File: src/rtl/dlni_pkg.sv
// ----------------------------------------------------------------------------
// dlni_pkg
// shared constants, codes and control types of the dense layer net input core
// ----------------------------------------------------------------------------
`timescale 1ns / 1ps

package dlni_pkg;

   localparam int MAX_ROWS  = 64;
   localparam int MAX_COLS  = 64;
   localparam int COL_REACH = 64;
   localparam int COL_LIMIT = (MAX_COLS < COL_REACH) ? MAX_COLS : COL_REACH;

   localparam int ROW_AW  = $clog2(MAX_ROWS);
   localparam int COL_AW  = $clog2(MAX_COLS);
   localparam int W_AW    = ROW_AW + COL_AW;
   localparam int CNT_W   = 7;
   localparam int VAL_W   = 16;
   localparam int BIAS_W  = 32;
   localparam int PROD_W  = 32;
   localparam int ACC_W   = 48;
   localparam int NET_W   = 32;
   localparam int REQ_RW  = 6;
   localparam int REQ_CW  = 6;

   localparam logic CSR_ROW_COUNT    = 1'b0;
   localparam logic CSR_COLUMN_COUNT = 1'b1;

   typedef enum logic [1:0] {
      MODE_WEIGHT = 2'd0,
      MODE_BIAS   = 2'd1,
      MODE_SOURCE = 2'd2,
      MODE_START  = 2'd3
   } mode_type;

   typedef enum logic [1:0] {
      ST_IDLE,
      ST_ISSUE,
      ST_WAIT
   } state_type;

   typedef struct packed {
      logic              load;
      logic              issue;
      logic [ROW_AW-1:0] row;
      logic [COL_AW-1:0] col;
      logic              first;
      logic              last_col;
      logic              last_row;
   } dlni_cmd_type;

   typedef struct packed {
      logic rsp_done;
   } dlni_sts_type;

   typedef struct packed {
      logic              valid;
      logic              first;
      logic              last_col;
      logic              last_row;
      logic [ROW_AW-1:0] row;
   } dlni_tag_type;

endpackage

File: src/rtl/dlni_ctrl.sv
// ----------------------------------------------------------------------------
// dlni_ctrl
// count registers and the row and column sequencer of the net input core
// ----------------------------------------------------------------------------
`timescale 1ns / 1ps

module dlni_ctrl
   import dlni_pkg::*;
(
   input  logic             clock,
   input  logic             reset,
   input  logic             req_valid,
   input  logic [1:0]       req_mode,
   output logic             req_stall,
   input  logic             csr_valid,
   output logic             csr_ready,
   input  logic             csr_index,
   input  logic [CNT_W-1:0] csr_data,
   input  dlni_sts_type     sts,
   output dlni_cmd_type     cmd
);

   state_type         state_ff, state_in;
   logic [CNT_W-1:0]  row_count_ff, row_count_in;
   logic [CNT_W-1:0]  column_count_ff, column_count_in;
   logic [ROW_AW-1:0] row_ff, row_in;
   logic [COL_AW-1:0] col_ff, col_in;
   logic [ROW_AW-1:0] last_row_ff, last_row_in;
   logic [COL_AW-1:0] last_col_ff, last_col_in;
   logic [ROW_AW-1:0] rows_m1;
   logic [COL_AW-1:0] cols_m1;
   logic              start;
   logic              at_last_col;
   logic              at_last_row;

   assign csr_ready   = 1'b1;
   assign start       = req_valid && req_mode == MODE_START;
   assign at_last_col = (col_ff == last_col_ff);
   assign at_last_row = (row_ff == last_row_ff);

   // count registers, zero acts as one, large values clip
   always_comb begin
      if (row_count_ff == '0) begin
         rows_m1 = '0;
      end else if (row_count_ff > CNT_W'(MAX_ROWS)) begin
         rows_m1 = ROW_AW'(MAX_ROWS - 1);
      end else begin
         rows_m1 = ROW_AW'(row_count_ff - CNT_W'(1));
      end
      if (column_count_ff == '0) begin
         cols_m1 = '0;
      end else if (column_count_ff > CNT_W'(COL_LIMIT)) begin
         cols_m1 = COL_AW'(COL_LIMIT - 1);
      end else begin
         cols_m1 = COL_AW'(column_count_ff - CNT_W'(1));
      end
   end

   always_comb begin
      row_count_in    = row_count_ff;
      column_count_in = column_count_ff;
      if (csr_valid && csr_ready) begin
         unique case (csr_index)
            CSR_ROW_COUNT:    row_count_in    = csr_data;
            CSR_COLUMN_COUNT: column_count_in = csr_data;
            default: ;
         endcase
      end
   end

   // next state
   always_comb begin
      state_in = state_ff;
      unique case (state_ff)
         ST_IDLE: begin
            if (start) begin
               state_in = ST_ISSUE;
            end
         end
         ST_ISSUE: begin
            if (at_last_col) begin
               state_in = ST_WAIT;
            end
         end
         ST_WAIT: begin
            if (sts.rsp_done) begin
               state_in = at_last_row ? ST_IDLE : ST_ISSUE;
            end
         end
         default: state_in = ST_IDLE;
      endcase
   end

   // loop counters
   always_comb begin
      row_in      = row_ff;
      col_in      = col_ff;
      last_row_in = last_row_ff;
      last_col_in = last_col_ff;
      unique case (state_ff)
         ST_IDLE: begin
            if (start) begin
               row_in      = '0;
               col_in      = '0;
               last_row_in = rows_m1;
               last_col_in = cols_m1;
            end
         end
         ST_ISSUE: col_in = col_ff + COL_AW'(1);
         ST_WAIT: begin
            if (sts.rsp_done) begin
               row_in = row_ff + ROW_AW'(1);
               col_in = '0;
            end
         end
         default: ;
      endcase
   end

   // outputs
   always_comb begin
      req_stall    = (state_ff != ST_IDLE);
      cmd.load     = req_valid && (state_ff == ST_IDLE);
      cmd.issue    = (state_ff == ST_ISSUE);
      cmd.row      = row_ff;
      cmd.col      = col_ff;
      cmd.first    = (col_ff == '0);
      cmd.last_col = at_last_col;
      cmd.last_row = at_last_row;
   end

   always_ff @(posedge clock) begin
      if (reset) begin
         state_ff        <= ST_IDLE;
         row_count_ff    <= CNT_W'(MAX_ROWS);
         column_count_ff <= CNT_W'(COL_LIMIT);
         row_ff          <= '0;
         col_ff          <= '0;
         last_row_ff     <= '0;
         last_col_ff     <= '0;
      end else begin
         state_ff        <= state_in;
         row_count_ff    <= row_count_in;
         column_count_ff <= column_count_in;
         row_ff          <= row_in;
         col_ff          <= col_in;
         last_row_ff     <= last_row_in;
         last_col_ff     <= last_col_in;
      end
   end

endmodule

File: config.mk
export PLATFORM = sky130hd
export DESIGN_NAME = dlni_ctrl
export DESIGN_NICKNAME = d
export VERILOG_FILES = /design/src/rtl/dlni_pkg.sv /design/src/rtl/dlni_ctrl.sv
export SDC_FILE = /design/constraint.sdc
export NUM_CORES = 1
export LEC_CHECK = 0
export BUFFER_PORTS_ARGS = -buffer_cell sky130_fd_sc_hd__buf_2
export CORE_UTILIZATION = 54
export DETAILED_ROUTE_END_ITERATION = 8
export GPL_ROUTABILITY_DRIVEN = 0
export PLACE_DENSITY = 0.83
export SLEW_MARGIN = 20
export SYNTH_ARGS = -nofsm -noshare
export SYNTH_HDL_FRONTEND = slang
export SYNTH_SLANG_ARGS = --single-unit
File: constraint.sdc
create_clock -name clock -period 1.8 [get_ports clock]
set_input_delay 0.27 -clock clock [delete_from_list [all_inputs] [get_ports clock]]
set_output_delay 0.27 -clock clock [all_outputs]
set_load 0.01 [all_outputs]
# After elaboration in Yosys (flattened, before gate mapping)
# Index checks and enable logic that the tools add are counted.
classes:
  addsub: 4
  n_mul: 0
  div: 0
  order_cmp: 2
  eq_ne: 8
  n_shift: 0
  n_mux: 14
  n_bitwise: 1
  reduce_logical: 15
ops:
  columns: ["operator", "n"]
  rows:
  - ["6-bit 2-to-1 mux", 7]
  - ["6-bit one-hot mux with 3 select lines", 1]
  - ["7-bit > comparator (second input constant)", 2]
  - ["7-bit logical NOT", 2]
  - ["6-bit by 1-bit adder with 6-bit output (second input constant)", 2]
  - ["6-bit equality test", 2]
  - ["6-bit one-hot mux with 2 select lines", 1]
  - ["6-bit by 1-bit subtractor with 6-bit output (second input constant)", 2]
  - ["3-bit AND reduction", 3]
  - ["6-bit logical NOT", 1]
  - ["2-bit 2-to-1 mux", 3]
  - ["2-bit one-hot mux with 3 select lines", 1]
  - ["2-bit AND reduction", 3]
  - ["2-bit equality test (second input constant)", 2]
  - ["2-bit inequality test (second input constant)", 2]
  - ["2-bit nonzero test", 2]
  - ["3-bit nonzero test", 1]
  - ["2-bit by 1-bit equality test with 1-bit output (second input constant)", 1]
  - ["1-bit logical AND", 2]
  - ["2-bit logical NOT", 1]
  - ["2-bit by 1-bit inequality test with 1-bit output (second input constant)", 1]
  - ["1-bit 2-to-1 mux", 1]
  - ["1-bit inverter", 1]
totals:
  ff_bits: 40
  latch_bits: 0
  mem_bits_rw: 0
  mem_bits_ro: 0
  input_bits: 15
  out_inout_bits: 19
  wordCells: 51
  memories: 0

# Depth between registers and ports, before layout
# Gate-level depths: netlist of run 1.
logic_depth:
  word_depth: 4
  mapped_depth: 6
  mapped_depth_nobuf: 6

# Worst setup path after synthesis of run 1
# Ideal clock, no wire load.
synth_path:
  kind: "register to register"
  from: "reg column_count_ff[0]"
  to: "reg last_col_ff[5]"
  setup_time_ns: 0.114
  t_arrival_ns: 1.485
  required_time_ns: 1.686
  slack_ns: 0.201
  path_stages_with_launch: 7
  n_path_buf: 0
  period_less_slack_ns: 1.599
  path_cell_list: "dfxtp_1 -> inv_1 -> ha_1 -> or4b_4 -> o311ai_4 -> a31oi_1 -> a21o_1"
synth_between:
  elab_chain_len: 3
  word_cells_on_any_way: 5
  classes_between: "add/sub (1); order compare (1); mux (2); reduce/logical (1)"
synth_lines:
  columns: ["item", "line", "text"]
  rows:
  - ["start: declaration", "dlni_ctrl.sv:25", "logic [CNT_W-1:0] column_count_ff, column_count_in;"]
  - ["start signal: assignment", "dlni_ctrl.sv:136", "column_count_ff <= CNT_W'(COL_LIMIT);"]
  - ["start signal: assignment", "dlni_ctrl.sv:144", "column_count_ff <= column_count_in;"]
  - ["6-bit by 1-bit subtractor with 6-bit output / 7-bit > comparator (equally long branches)", "dlni_ctrl.sv:55, dlni_ctrl.sv:52", null]
  - ["6-bit 2-to-1 mux", "dlni_ctrl.sv:52", "end else if (column_count_ff > CNT_W'(COL_LIMIT)) begin"]
  - ["6-bit 2-to-1 mux (*)", "dlni_ctrl.sv:50", "if (column_count_ff == '0) begin"]
  - ["end signal: assignment", "dlni_ctrl.sv:148", "last_col_ff <= last_col_in;"]
  - ["end: declaration", "dlni_ctrl.sv:29", "logic [COL_AW-1:0] last_col_ff, last_col_in;"]
# Every way passes the cells marked *; elsewhere a longest branch is shown, timed or not.
# A chain may end at the register's enable or synchronous reset.

# Final worst setup path of run 1
layout_path:
  from: "reg column_count_ff[1]"
  to: "reg last_col_ff[0]"
layout_between:
  elab_chain_len: 3
  word_cells_on_any_way: 4
  classes_between: "order compare (1); mux (2); reduce/logical (1)"
layout_lines:
  columns: ["item", "line"]
  rows:
  - ["7-bit > comparator", "dlni_ctrl.sv:52"]
  - ["6-bit 2-to-1 mux", "dlni_ctrl.sv:52"]
  - ["6-bit 2-to-1 mux (*)", "dlni_ctrl.sv:50"]
# Marks and branches as above.

==> run_results.csv, run 1 <==
group,metric,value,unit
global_routing,grt_pass1_vias,1569,
drt,dr.first_iter.drc_count,74,
synth,async_flop_share,0,
synth,synth-seq-area-share,0.3839,
drt,wl_per_cell,12.54,µm
global_routing,grt_max_degree,19,
floorplan,die_h,64.15,µm
power_and_ir_drop,finalPower,0.002030,W
sta,fmax,577.8,MHz
global_routing,overflow,0,
global_routing,antenna_found_initial,0,
global_routing,grt_pass1_wl,6955,µm
sta,hold_viol_final,0,
synth,synth-edff-count,0,
floorplan,io_pins,34,
final_layout,final_common_cell,"nand2_1",
power_and_ir_drop,switching_share,0.2661,
sta,slew_violations,0,
synth,ys_types,43,
power_and_ir_drop,p_comb_frac,0.167,
final_layout,diodes,0,
final_layout,layout.nets,302,
synth,synthFlopType,"dfxtp_1",
worst_setup_path,crit_family,"compound AO/OA/AOI/OAI gates",
clock_tree,cts_tree,"done",
sta,relSlewSlack,0.6395,
synth,yosys.area.top_type,"dfxtp_1",
power_and_ir_drop,p_leak,1.035,nW
sta,skew,8.412,ps
sta,timing.hold.ws,226.6,ps
drt,drt-pass1-iter-count,4,
worst_setup_path,end_kind,"register",
worst_setup_path,cp-start-kind,"register",
final_layout,layout_common_cells,"nand2_1 (40), dfxtp_1 (37), buf_2 (32), a21oi_1 (23), xnor2_1 (21)",
floorplan,start_util,0.5655,
clock_tree,cts.clk_slew.worst_paths,70,ps
power_and_ir_drop,p_sw,0.0005404,W
sta,rsz0062_at_grt,"yes",
placed_design,io_buffers,32,
floorplan,die_area,4115,µm²
clock_tree,worst_skew_pair.late_latency,290,ps
power_and_ir_drop,power.density,842.1,nW/µm²
worst_setup_path,path_max_fanout,6,
synth,yosysWarnings,0,
synth,ys_ff_latch,40,
worst_setup_path,arrival,1910,ps
power_and_ir_drop,power.share.sequential,0.479,
clock_tree,clock_path_buffers,2,
placed_design,dpl_cell_area,2272,µm²
global_routing,grtUsageTotal,0.2181,
final_layout,drive_gt1_frac,0.1993,
drt,num_vias,1800,
worst_setup_path,crit_type,"reg -> reg",
clock_tree,numCtsBuffers,5,
clock_tree,ctsHoldBuffers,0,
drt,drcViolationCount,0,
synth,synth_area,2086,µm²
outcome,status,"finished clean",
worst_setup_path,cp_cell_sequence,"inv_2 -> ha_4 -> or4b_4 -> o311ai_4 -> a21oi_1 -> a21o_1",
floorplan,num_rows,22,
synth,syn_area_per_cell,8.444,µm²
final_layout,stdcell_area,2411,µm²
synth,synth_top_cell_area_share,0.3839,
power_and_ir_drop,clock_power_share,0.353,
worst_setup_path,cp_num_buf_inv,1,
synth,synthesis.nets,269,
floorplan,die_w,64.15,µm
final_layout,area_growth,15.60,%
sta,setup_viol,0,
synth,synth_cells,247,
drt,routed_wirelength,4126,µm
worst_setup_path,crit_slowest_cell,"or4b_4",
power_and_ir_drop,p_int,0.001490,W
sta,tightestPinTransition,535.1,ps
placed_design,dp_hpwl,3035,µm
floorplan,core,3689,µm²
worst_setup_path,cpPeakStageDelay,480,ps
worst_setup_path,critPathRequiredTime,1980,ps
power_and_ir_drop,peakVddDrop,0.7868,mV
drt,ant_nets,0,
drt,vias_per_cell,5.471,
final_layout,post-route-util,0.6537,
flow_run,cap_viol_max_count,0,
synth,synthTopCellsByArea,"dfxtp_1 (38%), xnor2_1 (8.8%), nand2_1 (7.2%)",
sta,finalSetupTns,0,ps
clock_tree,clockRootBuffer,"clkbuf_8",
sta,finalCritPeriodShare,0.9615,
clock_tree,htreeDepth,2,
min_path,hp-class,"in -> reg",
clock_tree,cts.sinks,40,
sta,min_period,1731,ps
## Yosys cell counts (5+ instances only)
master	instances
dfxtp_1	40
nand2_1	40
a21oi_1	23
xnor2_1	21
nand3_1	13
inv_1	12
nor2_1	9
a21o_1	8
ha_1	7
a211oi_1	6
a22o_1	6
clkbuf_1	6
buf_4	5
## worst reg2reg max path, cell delays in order (launching register included)
cell      delay, ps
dfxtp_2         330
inv_2            80
ha_4            120
or4b_4          480
o311ai_4        390
a21oi_1          80
a21o_1          160
## kinds of logic after synthesis
group                    share of synthesized area
other                                     0.001798
XOR/XNOR                                   0.09658
AO/OA/AOI/OAI                               0.2028
adder cells (fa/ha/maj)                    0.04199
multiplexers                              0.004799
flip-flops                                  0.3839
buffers and inverters                      0.05219
AND/OR/NAND/NOR                             0.2160
## flip-flops by register name (all words and copies together) (netlist names)
signal and cells:
row_ff 6, col_ff 6, row_count_ff 7, last_col_ff 6, column_count_ff 7, last_row_ff 6, state_ff 2
## routing by layer
layer	wire [µm]	vias to the layer above	track usage	share of wire
met1	1983	829	0.2719	0.48
met2	1932	37	0.3604	0.47
met3	161	5	0.05536	0.039
met5	0	-	0	0
li1	-	929	-	-
met4	48	0	0.08333	0.012
## area by class of cell
class | instances | area [µm²]
fillers | 323 | 1277
multi-input cells | 183 | 1189
flip-flops and latches | 40 | 804.5
repair buffers | 38 | 205.2
clock buffers | 6 | 72.57
well taps | 48 | 60.06
inverters | 12 | 45.04
clock inverters | 2 | 35.03
## final timing paths
| check | from | endpoint | slack [ps] | cells past startpoint |
|---|---|---|---|---|
| worst max register to register | column_count_ff[1] | last_col_ff[0] | 70 | 6 |
| worst min-delay path | csr_data[6] | row_count_ff[6] | 230 | 3 |
| worst max-delay path | column_count_ff[1] | last_col_ff[0] | 70 | 6 |
| worst min register to register | last_col_ff[4] | last_col_ff[4] | 470 | 1 |
## power groups by stage
stage | sequential, W | clock, W | combinational, W
finish | 0.000973 | 0.000718 | 0.000340
floorplan | 0.000978 | 0 | 0.000269
global route | 0.000979 | 0.000780 | 0.000381
detailed placement | 0.000991 | 0 | 0.000335
CTS | 0.000971 | 0.000740 | 0.000336
global placement | 0.000990 | 0 | 0.000329
## timing repair
item                                    CTS  global route
endpoints found under the setup margin    0             3
buffers inserted                          0             2
gates resized for setup                   0             7
## metrics by stage
| stage | cells | setup slack [ps] |
|---|---|---|
| floorplan | 247 | 201.4 |
| global placement | 319 | 144.9 |
| detailed placement | 319 | 97.70 |
| CTS | 327 | 52.82 |
| global route | 329 | -36.97 |
| finish | 329 | 69.36 |
Note: power is estimated with default switching activity, not from simulation.
==> run 2, diff against run 1 <==
--- a/config.mk
+++ b/config.mk
@@ -6,6 +6,7 @@
 export NUM_CORES = 1
 export LEC_CHECK = 0
 export BUFFER_PORTS_ARGS = -buffer_cell sky130_fd_sc_hd__buf_2
+export CORE_ASPECT_RATIO = 0.6
 export CORE_UTILIZATION = 54
 export DETAILED_ROUTE_END_ITERATION = 8
 export GPL_ROUTABILITY_DRIVEN = 0
@@ -14,3 +15,4 @@
 export SYNTH_ARGS = -nofsm -noshare
 export SYNTH_HDL_FRONTEND = slang
 export SYNTH_SLANG_ARGS = --single-unit
+export TNS_END_PERCENT = 50
==> run 2 against run 1 <==
Compared with the run above:
- hold slack better by 8.3 ps
- fmax up 2.0%
- die area up 0.20%
- clock power down 22%
- sequential power about the same
- highest routed layer unchanged
==> run_results.csv, run 2 (synthesized netlist as in run 1, its figures left out) <==
group,metric,value,unit
clock_tree,worst_skew_pair.late_latency,290,ps
placed_design,place_inst,319,
clock_tree,postCtsSetupRepairBufs,0,
clock_tree,clock_path_buffers,2,
floorplan,core,3680,µm²
final_layout,diodes,0,
sta,timing.hold.ws,234.9,ps
final_layout,final_common_cell,"nand2_1",
drt,dr.first_iter.drc_count,46,
sta,slew_violations,0,
sta,tightestPinTransition,502.5,ps
floorplan,start_util,0.5668,
power_and_ir_drop,p_leak,1.017,nW
drt,ant_nets,0,
global_routing,grt_pass1_vias,1560,
sta,setup_viol,0,
sta,finalSetupTns,0,ps
floorplan,die_area,4123,µm²
final_layout,stdcell_area,2364,µm²
sta,finalCritPeriodShare,0.9429,
drt,num_vias,1804,
floorplan,die_w,82.24,µm
clock_tree,cts.clk_slew.worst_paths,80,ps
sta,rsz0062_at_grt,"yes",
worst_setup_path,end_kind,"register",
drt,routed_wirelength,4289,µm
power_and_ir_drop,peakVddDrop,0.5305,mV
flow_run,cap_viol_max_count,0,
power_and_ir_drop,power.density,796.1,nW/µm²
floorplan,die_h,50.14,µm
clock_tree,numCtsBuffers,5,
placed_design,dp_hpwl,3230,µm
worst_setup_path,arrival,1890,ps
worst_setup_path,crit_slowest_cell,"or4b_4",
drt,drcViolationCount,0,
global_routing,grt_max_degree,19,
worst_setup_path,cp_cell_sequence,"inv_1 -> ha_1 -> or4b_4 -> o311ai_4 -> a21oi_1 -> a21o_1",
worst_setup_path,path_max_fanout,6,
floorplan,num_rows,17,
final_layout,area_growth,13.32,%
sta,fmax,589.2,MHz
drt,wl_per_cell,13.16,µm
global_routing,grtUsageTotal,0.2334,
floorplan,io_pins,34,
worst_setup_path,critPathRequiredTime,1990,ps
worst_setup_path,cp_num_buf_inv,1,
clock_tree,cts.sinks,40,
sta,relSlewSlack,0.6615,
final_layout,reg_top3,"column_count_ff (7), row_count_ff (7)",
global_routing,grt_pass1_wl,7141,µm
min_path,hp-class,"in -> reg",
placed_design,dpl_cell_area,2278,µm²
final_layout,fin_cells,326,
final_layout,drive_gt1_frac,0.1828,
power_and_ir_drop,finalPower,0.001882,W
drt,drt-pass1-iter-count,4,
worst_setup_path,crit_family,"compound AO/OA/AOI/OAI gates",
clock_tree,cts_tree,"done",
clock_tree,clockRootBuffer,"clkbuf_8",
sta,min_period,1697,ps
worst_setup_path,cpPeakStageDelay,480,ps
outcome,status,"finished clean",
clock_tree,htreeDepth,2,
worst_setup_path,crit_type,"reg -> reg",
final_layout,layout_common_cells,"nand2_1 (40), dfxtp_1 (38), buf_2 (32), a21oi_1 (23), xnor2_1 (21)",
global_routing,antenna_found_initial,0,
sta,skew,7.599,ps
placed_design,io_buffers,32,
global_routing,overflow,0,
worst_setup_path,cp-start-kind,"register",
sta,hold_viol_final,0,
drt,vias_per_cell,5.534,
final_layout,layout.nets,301,
[run 2: worst min-delay path, cell delays in order]
cell and delay [ps]:
buf_2 90, nand2_1 50, o211ai_1 70
[run 2: report_power, final]
group	total, W	switching, W	internal [W]
clock	0.000560	0.000296	0.000264
combinational	0.000349	0.000194	0.000155
sequential	0.000973	0.0000474	0.000925
[run 2: per-layer routing]
metal / track usage / vias up / share of wire
met1: 0.3341 / 827 / 0.53
li1: - / 926 / -
met2: 0.3457 / 46 / 0.41
met3: 0.06000 / 5 / 0.046
met4: 0.06140 / 0 / 0.0068
met5: 0 / - / 0
[run 2: per-stage QoR]
stage	setup WS, ps	util
after detailed placement	87.14	0.6192
final	102.8	0.6423
after floorplan	201.4	-
after global placement	134.4	0.6192
after global routing	-5.836	0.6423
after CTS	55.36	0.6403
[run 2: what timing repair did]
| item | 4_1_cts | 5_1_grt |
|---|---|---|
| hold buffers | 0 | 0 |
| setup endpoints to repair | 0 | 3 |
| gates resized for setup | 0 | 3 |
| hold endpoints to repair | 0 | 0 |
[run 2: final cells by class]
cell class / count / area [µm²]
Timing Repair Buffer: 37 / 197.7
Fill cell: 331 / 1316
Inverter: 12 / 45.04
Clock buffer: 6 / 72.57
Clock inverter: 1 / 5.005
Tap cell: 47 / 58.81
Sequential cell: 40 / 803.3
Multi-Input combinational cell: 183 / 1181
[run 2: path summary, 6_finish.rpt]
kind                      startpoint                  to  slack, ps  cells after the start
setup / recovery  column_count_ff[0]      last_col_ff[3]        100                      6
hold / removal           csr_data[6]     row_count_ff[6]        230                      3
setup reg to reg  column_count_ff[0]      last_col_ff[3]        100                      6
hold reg to reg   column_count_ff[1]  column_count_ff[1]        480                      2
==> run 3, diff against run 2 <==
--- a/config.mk
+++ b/config.mk
@@ -7,6 +7,7 @@
 export LEC_CHECK = 0
 export BUFFER_PORTS_ARGS = -buffer_cell sky130_fd_sc_hd__buf_2
 export CORE_ASPECT_RATIO = 0.6
+export CORE_MARGIN = 2
 export CORE_UTILIZATION = 54
 export DETAILED_ROUTE_END_ITERATION = 8
 export GPL_ROUTABILITY_DRIVEN = 0
==> run 3 against run 2 <==
Compared with the run above:
- setup slack worse by 25 ps
- via count up 0.39%
- flip-flop and latch count unchanged
- power down 0.18%
- largest cell class unchanged
- utilization down 0.068 points
- register-to-register slack worse by 30 ps
- sequential power about the same
==> run_results.csv, run 3 (synthesized netlist as in run 1, its figures left out) <==
group,metric,value,unit
min_path,hold_depth,3,
power_and_ir_drop,switching_share,0.2847,
placed_design,io_buffers,32,
clock_tree,clock_path_buffers,2,
worst_setup_path,r2r_slack,80,ps
sta,finalCritPeriodShare,0.9570,
sta,slew_violations,0,
final_layout,area_growth,13.20,%
global_routing,grtUsageTotal,0.2161,
clock_tree,cts.clk_slew.worst_paths,70,ps
worst_setup_path,r2r_cells,6,
sta,fmax,580.5,MHz
worst_setup_path,cp-start-kind,"register",
placed_design,place_inst,319,
drt,drcViolationCount,0,
flow_run,cap_viol_max_count,0,
worst_setup_path,arrival,1900,ps
global_routing,grt_pass1_vias,1612,
drt,vias_per_cell,5.555,
placed_design,dp_hpwl,3462,µm
final_layout,final_common_cell,"nand2_1",
worst_setup_path,critPathRequiredTime,1980,ps
clock_tree,worst_skew_pair.late_latency,290,ps
sta,skew,10.83,ps
final_layout,fin_cells,326,
floorplan,die_w,84.24,µm
power_and_ir_drop,p_leak,1.017,nW
global_routing,antenna_found_initial,0,
worst_setup_path,crit_type,"reg -> reg",
clock_tree,htreeDepth,2,
final_layout,reg_top3,"column_count_ff (7), row_count_ff (7)",
power_and_ir_drop,power.share.sequential,0.519,
sta,rsz0062_at_grt,"yes",
drt,num_vias,1811,
sta,relSlewSlack,0.6431,
sta,setup_viol,0,
power_and_ir_drop,clock_power_share,0.296,
drt,wl_per_cell,13.61,µm
worst_setup_path,rr_startpoint,"column_count_ff[1]",
min_path,hp-start,"csr_data[1]",
final_layout,layout.nets,301,
clock_tree,cts_tree,"done",
outcome,status,"finished clean",
global_routing,grt_pass1_wl,7396,µm
floorplan,start_util,0.5668,
power_and_ir_drop,p_sw,0.0005347,W
clock_tree,cts.sinks,40,
min_path,hold_end,"row_count_ff[1]",
clock_tree,ctsHoldBuffers,0,
power_and_ir_drop,power.density,795.5,nW/µm²
drt,dr.first_iter.drc_count,51,
sta,hold_viol_final,0,
min_path,hp-class,"in -> reg",
worst_setup_path,crit_start,"column_count_ff[1]",
power_and_ir_drop,finalPower,0.001878,W
floorplan,core,3680,µm²
floorplan,num_rows,17,
sta,tightestPinTransition,534.2,ps
worst_setup_path,end_kind,"register",
global_routing,overflow,0,
final_layout,drive_gt1_frac,0.1900,
final_layout,fillerInstances,339,
final_layout,diodes,0,
floorplan,die_area,4392,µm²
floorplan,die_h,52.14,µm
drt,routed_wirelength,4437,µm
clock_tree,postCtsSetupRepairBufs,0,
sta,min_period,1723,ps
drt,ant_nets,0,
clock_tree,clockRootBuffer,"clkbuf_8",
clock_tree,cts_resized,0,
power_and_ir_drop,p_comb_frac,0.185,
power_and_ir_drop,peakVddDrop,0.4386,mV
power_and_ir_drop,p_int,0.001343,W
drt,drt-pass1-iter-count,5,
final_layout,layout_common_cells,"nand2_1 (40), dfxtp_1 (36), buf_2 (32), a21oi_1 (23), xnor2_1 (21)",
worst_setup_path,regToRegEndpoint,"last_col_ff[0]",
global_routing,grt_max_degree,19,
worst_setup_path,path_max_fanout,6,
clock_tree,numCtsBuffers,5,
floorplan,io_pins,34,
-- run 3: routing by layer --
metal,GRT usage,share of wire,vias to the layer above
met5,0,0,-
met4,0.06452,0.0023,0
met3,0.05556,0.066,2
met2,0.3320,0.43,52
met1,0.3012,0.50,827
li1,-,-,930
-- run 3: worst max-delay path: stages (launching register included) --
cell and delay (ps):
dfxtp_1 330, inv_1 70, ha_1 140, or4b_4 480, o311ai_4 340, a21oi_1 90
a21o_1 160
-- run 3: final cells by class --
class                      count  area, µm²  share of cell area
clock inverter                 1      5.005            0.002120
multi-input combinational    183       1176              0.4981
inverter                      12      45.04             0.01908
tap                           47      58.81             0.02491
timing repair buffer          37      197.7             0.08373
sequential                    40      805.8              0.3413
clock buffer                   6      72.57             0.03074
-- run 3: how the worst max path moves through the flow --
stage | endpoint | slack [ps] | cells after the start
6_report | last_col_ff[0] | 80 | 6
5_1_grt | last_col_ff[0] | -20 | 6
4_1_cts | cmd[1] | 30 | 4
3_5_place_dp | last_col_ff[0] | 70 | 6
3_3_place_gp | last_col_ff[0] | 140 | 6
2_1_floorplan | last_col_ff[5] | 200 | 6
-- run 3: power groups by stage --
stage	Combinational (W)	Sequential, W	Clock (W)
after global routing	0.000389	0.000981	0.000608
after detailed placement	0.000346	0.000994	0
final	0.000347	0.000975	0.000556
after CTS	0.000348	0.000973	0.000572
after floorplan	0.000269	0.000978	0
after global placement	0.000334	0.000991	0
-- run 3: through the flow --
step                cell area [µm²]  hold slack [ps]  TNS, ps  worst slack (ps)    util
floorplan                      2086            406.0        0             201.4       -
global placement               2278            460.7        0             139.0  0.6192
detailed placement             2278            462.6        0             68.30  0.6192
CTS                            2356            231.6        0             27.93  0.6403
global route                   2361            240.3   -35.23            -19.91  0.6416
finish                         2361            240.5        0             77.38  0.6416
